## src/hdl/wlbc_pkg.sv

```systemverilog
// package: types, constants and helpers for the wheel-leg balance controller
package wlbc_pkg;

  localparam int FRAC_BITS = 16;
  localparam int W = 32;

  localparam logic signed [W-1:0] FX_ONE  = W'(64'sd1 << FRAC_BITS);
  localparam logic signed [W-1:0] FX_HALF = W'(((64'sd1 << FRAC_BITS) + 1) / 2);

  localparam logic signed [W-1:0] C_095  = W'(((64'sd95 << FRAC_BITS) + 50) / 100);
  localparam logic signed [W-1:0] C_005  = W'(((64'sd5 << FRAC_BITS) + 50) / 100);
  localparam logic signed [W-1:0] C_0005 = W'(((64'sd5 << FRAC_BITS) + 500) / 1000);
  localparam logic signed [W-1:0] C_02   = W'(((64'sd2 << FRAC_BITS) + 5) / 10);
  localparam logic signed [W-1:0] C_004  = W'(((64'sd4 << FRAC_BITS) + 50) / 100);
  localparam logic signed [W-1:0] C_01   = W'(((64'sd1 << FRAC_BITS) + 5) / 10);
  localparam logic signed [W-1:0] C_0009 = W'(((64'sd9 << FRAC_BITS) + 500) / 1000);
  localparam logic signed [W-1:0] C_100  = W'(64'sd100 << FRAC_BITS);
  localparam logic signed [W-1:0] C_4    = W'(64'sd4 << FRAC_BITS);
  localparam logic signed [W-1:0] C_015  = W'(((64'sd15 << FRAC_BITS) + 50) / 100);
  localparam logic signed [W-1:0] C_09   = W'(((64'sd9 << FRAC_BITS) + 5) / 10);
  localparam logic signed [W-1:0] C_N06  = -W'(((64'sd6 << FRAC_BITS) + 5) / 10);
  localparam logic signed [W-1:0] C_06   = W'(((64'sd6 << FRAC_BITS) + 5) / 10);
  localparam logic signed [W-1:0] C_03   = W'(((64'sd3 << FRAC_BITS) + 5) / 10);
  localparam logic signed [W-1:0] C_105  = W'(((64'sd105 << FRAC_BITS) + 50) / 100);

  localparam int CFG_IDX_W = 3;
  localparam int CFG_DATA_W = 26;
  localparam logic [CFG_IDX_W-1:0] REG_PROP_GAIN  = 3'd0;
  localparam logic [CFG_IDX_W-1:0] REG_INTEG_GAIN = 3'd1;
  localparam logic [CFG_IDX_W-1:0] REG_DERIV_GAIN = 3'd2;
  localparam logic [CFG_IDX_W-1:0] REG_INTEG_LIM  = 3'd3;
  localparam logic [CFG_IDX_W-1:0] REG_CROUCH     = 3'd4;
  localparam logic [CFG_IDX_W-1:0] REG_JUMP_END   = 3'd5;

  typedef struct packed {
    logic [0:0]         opcode;
    logic signed [31:0] fwd_velocity;
    logic signed [31:0] pitch_angle;
    logic signed [31:0] pitch_rate;
    logic signed [31:0] cmd_speed;
    logic signed [31:0] cmd_jump;
    logic signed [31:0] cmd_height;
    logic signed [31:0] cmd_roll;
    logic signed [31:0] cmd_turn;
  } in_item_t;

  typedef struct packed {
    logic signed [31:0] left_wheel;
    logic signed [31:0] right_wheel;
    logic signed [31:0] hip_right;
    logic signed [31:0] hip_left;
    logic signed [31:0] knee_right;
    logic signed [31:0] knee_left;
  } out_item_t;

  // datapath micro-operations, one per step of a tick or command
  typedef enum logic [4:0] {
    OP_NONE, OP_CMD, OP_LOAD, OP_SS1, OP_SS2, OP_VE, OP_VI, OP_DP1, OP_DP2,
    OP_PE, OP_PI, OP_KP, OP_DV1, OP_DV2, OP_DV3, OP_HW, OP_TW, OP_JUMP,
    OP_HL, OP_DRL, OP_JR1, OP_JR2, OP_JR3, OP_JR4, OP_OUT
  } dp_op_t;

  typedef struct packed {
    dp_op_t op;
  } dp_cmd_t;

  function automatic logic signed [W-1:0] sat32(input logic signed [W+1:0] v);
    if (v > $signed({3'b000, {(W-1){1'b1}}})) return {1'b0, {(W-1){1'b1}}};
    if (v < $signed({3'b111, {(W-1){1'b0}}})) return {1'b1, {(W-1){1'b0}}};
    return v[W-1:0];
  endfunction

  function automatic logic signed [W-1:0] clampv(input logic signed [W+1:0] v,
      input logic signed [W+1:0] lo, input logic signed [W+1:0] hi);
    if (v > hi) return W'(hi);
    if (v < lo) return W'(lo);
    return v[W-1:0];
  endfunction

endpackage

```

## src/hdl/wlbc_ctrl.sv

```systemverilog
// controller: sequences datapath steps and runs the handshakes
module wlbc_ctrl (
  input  logic              clk,
  input  logic              rst_n,
  input  logic              in_valid,
  input  logic              in_opcode,
  output logic              in_ready,
  output logic              out_valid,
  input  logic              out_ready,
  output wlbc_pkg::dp_cmd_t cmd
);
  import wlbc_pkg::*;

  typedef enum logic [1:0] { S_IDLE, S_RUN, S_LAST } state_t;
  state_t state_r;
  logic   ov_r;

  logic [4:0] pc_r;
  localparam dp_op_t SEQ [0:22] = '{OP_LOAD, OP_SS1, OP_SS2, OP_NONE, OP_VE, OP_VI,
    OP_DP1, OP_NONE, OP_DP2, OP_NONE, OP_PE, OP_PI, OP_KP, OP_NONE, OP_DV1,
    OP_DV2, OP_DV3, OP_NONE, OP_HW, OP_TW, OP_JUMP, OP_HL, OP_NONE};
  localparam dp_op_t TAIL [0:5] = '{OP_DRL, OP_JR1, OP_JR2, OP_JR3, OP_JR4, OP_OUT};
  logic [2:0] tc_r;

  assign in_ready  = rst_n && (state_r == S_IDLE);
  assign out_valid = ov_r;

  always_comb begin
    cmd.op = OP_NONE;
    case (state_r)
      S_IDLE: if (in_valid) cmd.op = in_opcode ? OP_CMD : OP_LOAD;
      S_RUN:  cmd.op = SEQ[pc_r];
      // tail writes the output register, so it waits for a free slot
      S_LAST: if (!ov_r) cmd.op = TAIL[tc_r];
      default: ;
    endcase
  end

  always_ff @(posedge clk) begin
    if (!rst_n) begin
      state_r <= S_IDLE; pc_r <= '0; tc_r <= '0; ov_r <= 1'b0;
    end else begin
      if (ov_r && out_ready) ov_r <= 1'b0;
      case (state_r)
        S_IDLE: if (in_valid && !in_opcode) begin state_r <= S_RUN; pc_r <= 5'd1; end
        S_RUN: begin
          if (pc_r == 5'd22) begin state_r <= S_LAST; tc_r <= '0; end
          else pc_r <= pc_r + 5'd1;
        end
        S_LAST: begin
          if (!ov_r) begin
            if (tc_r == 3'd5) begin state_r <= S_IDLE; ov_r <= 1'b1; end
            else tc_r <= tc_r + 3'd1;
          end
        end
        default: state_r <= S_IDLE;
      endcase
    end
  end

endmodule

```

## config.mk

```make
export PLATFORM = sky130hd
export DESIGN_NAME = wlbc_ctrl
export DESIGN_NICKNAME = d
export VERILOG_FILES = /design/src/hdl/wlbc_pkg.sv /design/src/hdl/wlbc_ctrl.sv
export SDC_FILE = /design/constraint.sdc
export NUM_CORES = 1
export LEC_CHECK = 0
export ABC_AREA = 1
export BUFFER_PORTS_ARGS = -buffer_cell sky130_fd_sc_hd__buf_4
export CORE_AREA = 2 2 44 46
export DETAILED_ROUTE_END_ITERATION = 8
export DIE_AREA = 0 0 46 48
export PLACE_DENSITY = 0.88
export SLEW_MARGIN = 0
export SYNTH_ARGS = -nofsm -noshare
export SYNTH_HDL_FRONTEND = slang
export SYNTH_SLANG_ARGS = --single-unit
```

## constraint.sdc

```tcl
create_clock -name clk -period 3.4 [get_ports clk]
set_input_delay 0.17 -clock clk [delete_from_list [all_inputs] [get_ports clk]]
set_output_delay 0.17 -clock clk [all_outputs]
set_load 0.02 [all_outputs]
```

==> flow_metrics.env <==
export IMPL_status="finished clean"
export IMPL_worstMarginPinSlew_ns=0.350
export IMPL_hold_viol_final=0
export IMPL_gp_congestion=0.986
export IMPL_diodes=0
export IMPL_power_frac_comb_pct=25.9
export IMPL_skew_ns=0.00281
export IMPL_cts_sinks=11
export IMPL_period_share_pct=58.6
export IMPL_vias=1009
export IMPL_ys_types=22
export IMPL_final_util_pct=63.7
export IMPL_dieArea_um2=2210
export IMPL_cts_max_path_buffers=2
export IMPL_clkLatencyLatePin_ns=0.27
export IMPL_ys_warn_count=0
export IMPL_placeableCoreArea_um2=1690
export IMPL_dp_hpwl_mm=1.82
export IMPL_pin_count=12
export IMPL_syn2layout_area_growth_pct=11.5
export IMPL_dieWidth_um=46
export IMPL_cts_setup_buffers=0
export IMPL_layout_common_cells="40 x nand2_1, 20 x inv_1, 17 x nand3_1, 16 x nor2_1"
export IMPL_endpoint_kind="primary output"
export IMPL_track_usage_pct=23.9
export IMPL_ys_async_sr_fraction_pct=0
export IMPL_min_period_ns=1.99
export IMPL_wl_per_cell_um=12.1
export IMPL_p_seq_share_pct=44.4
export IMPL_cap_violations=0
export IMPL_cts_root_buffer="clkbuf_4"
export IMPL_avgViaCountPerCell=5.48
export IMPL_path_clk_slew_ns=0.08
export IMPL_hold_ws_ns=0.158
export IMPL_dr_pass1_iters=4
export IMPL_final_nets=181
export IMPL_io_buffer_count=11
export IMPL_drc_errors=0
export IMPL_synth_area_um2=965
export IMPL_avgSynthCellArea_um2=6.26
export IMPL_cp_max_fo=6
export IMPL_hold_path_class="in -> reg"
export IMPL_grt_pass1_vias=959
export IMPL_p_int_mw=0.210
export IMPL_switching_share_pct=33.4
export IMPL_cts_resized=0
export IMPL_die_h_um=48
export IMPL_synth_edff_count=0
export IMPL_holdBufCountCts=0
export IMPL_antenna_left=0
export IMPL_slew_headroom_pct=76.6
export IMPL_setup_tns_ns=0
export IMPL_max_freq_mhz=502
export IMPL_syn_num_nets=167
export IMPL_grt_max_degree=12
export IMPL_worstSetupPathType="reg -> out"
export IMPL_gr_total_overflow=0
export IMPL_critPathRequiredTime_ns=3.23
export IMPL_p_sw_mw=0.105
export IMPL_cellLeakagePower_nw=0.509
export IMPL_rsz0062_at_grt="false"
export IMPL_arrival_ns=1.82
export IMPL_mostFrequentLayoutCell="nand2_1"
export IMPL_drive_above_1_share_pct=16.2
export IMPL_slew_violations=0
export IMPL_synthCells=154
export IMPL_cts_tree="yes"
export IMPL_ys_ff_latch=11
export IMPL_p_per_area_nw_per_um2=292
export IMPL_htree_levels=1
export IMPL_clkPwrFrac_pct=29.6
export IMPL_initial_core_util_pct=57.1
export IMPL_drt_iter0_drc=19
export IMPL_synth_flop_cell="dfxtp_1"
export IMPL_peakVddDrop_mv=0.242
export IMPL_rows=15
export IMPL_finalSetupViolCount=0
export IMPL_cts_buffers=3
export IMPL_wl_mm=2.22
export IMPL_crit_path_start_kind="flop"
export IMPL_ys_seq_area_share_pct=22.8
export IMPL_grt_pass1_wl_mm=3.86
export IMPL_antenna_found_initial=0
==> power by group through the flow <==
stage / logic (mW) / clock network [mW] / registers, mW
after detailed placement: 0.0815 / 0 / 0.143
after global routing: 0.0915 / 0.0984 / 0.141
after global placement: 0.0796 / 0 / 0.142
final: 0.0815 / 0.0932 / 0.140
after floorplan: 0.0591 / 0 / 0.141
after CTS: 0.0820 / 0.0917 / 0.140
==> worst max-delay path: stages, from the launching register on <==
cell,delay (ns)
dfxtp_1,0.42
inv_1,0.13
ha_1,0.32
nand2_1,0.07
nand3_1,0.09
o21ai_0,0.10
nand2_1,0.07
nand2_1,0.06
nand2_1,0.06
nand3_1,0.07
buf_4,0.16
==> path summary, 6_finish.rpt <==
check            start  slack, ns        end  cells after the start
min reg2reg  out_valid       0.53  out_valid                      2
max reg2reg    pc_r[0]       1.90    pc_r[0]                      9
min          out_ready       0.16  out_valid                      4
max            pc_r[1]       1.41     cmd[0]                     10
==> logic make-up after synthesis <==
| kind of cell | count (synthesis) | synth area share, % |
|---|---|---|
| flip-flops | 11 | 22.8 |
| buffers and inverters | 25 | 10.9 |
| AND/OR/NAND/NOR | 89 | 44.5 |
| adder cells (fa/ha/maj) | 8 | 10.4 |
| AO/OA/AOI/OAI | 21 | 11.4 |
==> state kept, by name, indices dropped and copies added (netlist names) <==
register	flops
state_r	2
tc_r	3
pc_r	5
out_valid	1
==> area by class of cell <==
type | instances | area, um2
Clock buffer | 4 | 26.3
Multi-Input combinational cell | 118 | 639
Inverter | 23 | 86.3
Sequential cell | 11 | 220
Tap cell | 17 | 21.3
Fill cell | 161 | 613
Timing Repair Buffer | 11 | 82.6
==> cells in the mapped netlist (2+ instances only) <==
cell type / n / area (um2)
nand2_2: 4 / 25.0
a21oi_1: 10 / 50.1
o21ai_0: 9 / 45.0
inv_2: 2 / 7.51
inv_1: 20 / 75.1
nor2_1: 16 / 60.1
ha_1: 8 / 100
nand3_1: 17 / 85.1
nand4_1: 4 / 25.0
nand2_4: 3 / 33.8
dfxtp_1: 11 / 220
nand2_1: 40 / 150
==> metrics by stage <==
| step | cells | power [mW] | cell area (um2) | setup slack, ns |
|---|---|---|---|---|
| after floorplan | 154 | 0.200 | 965 | 1.94 |
| after global placement | 180 | 0.222 | 1050 | 1.75 |
| after detailed placement | 180 | 0.224 | 1050 | 1.71 |
| after CTS | 184 | 0.313 | 1080 | 1.42 |
| after global routing | 184 | 0.331 | 1080 | 1.26 |
| final | 184 | 0.314 | 1080 | 1.41 |
==> layer usage <==
metal  up-vias  track usage (%)  share of wire (%)
met4         0             9.14               0.68
met2        27             43.3                 54
met5         -                0                  0
met1       461             28.4                 41
li1        519                -                  -
met3         2             3.02                4.5
Note: power is estimated with default switching activity, not from simulation.
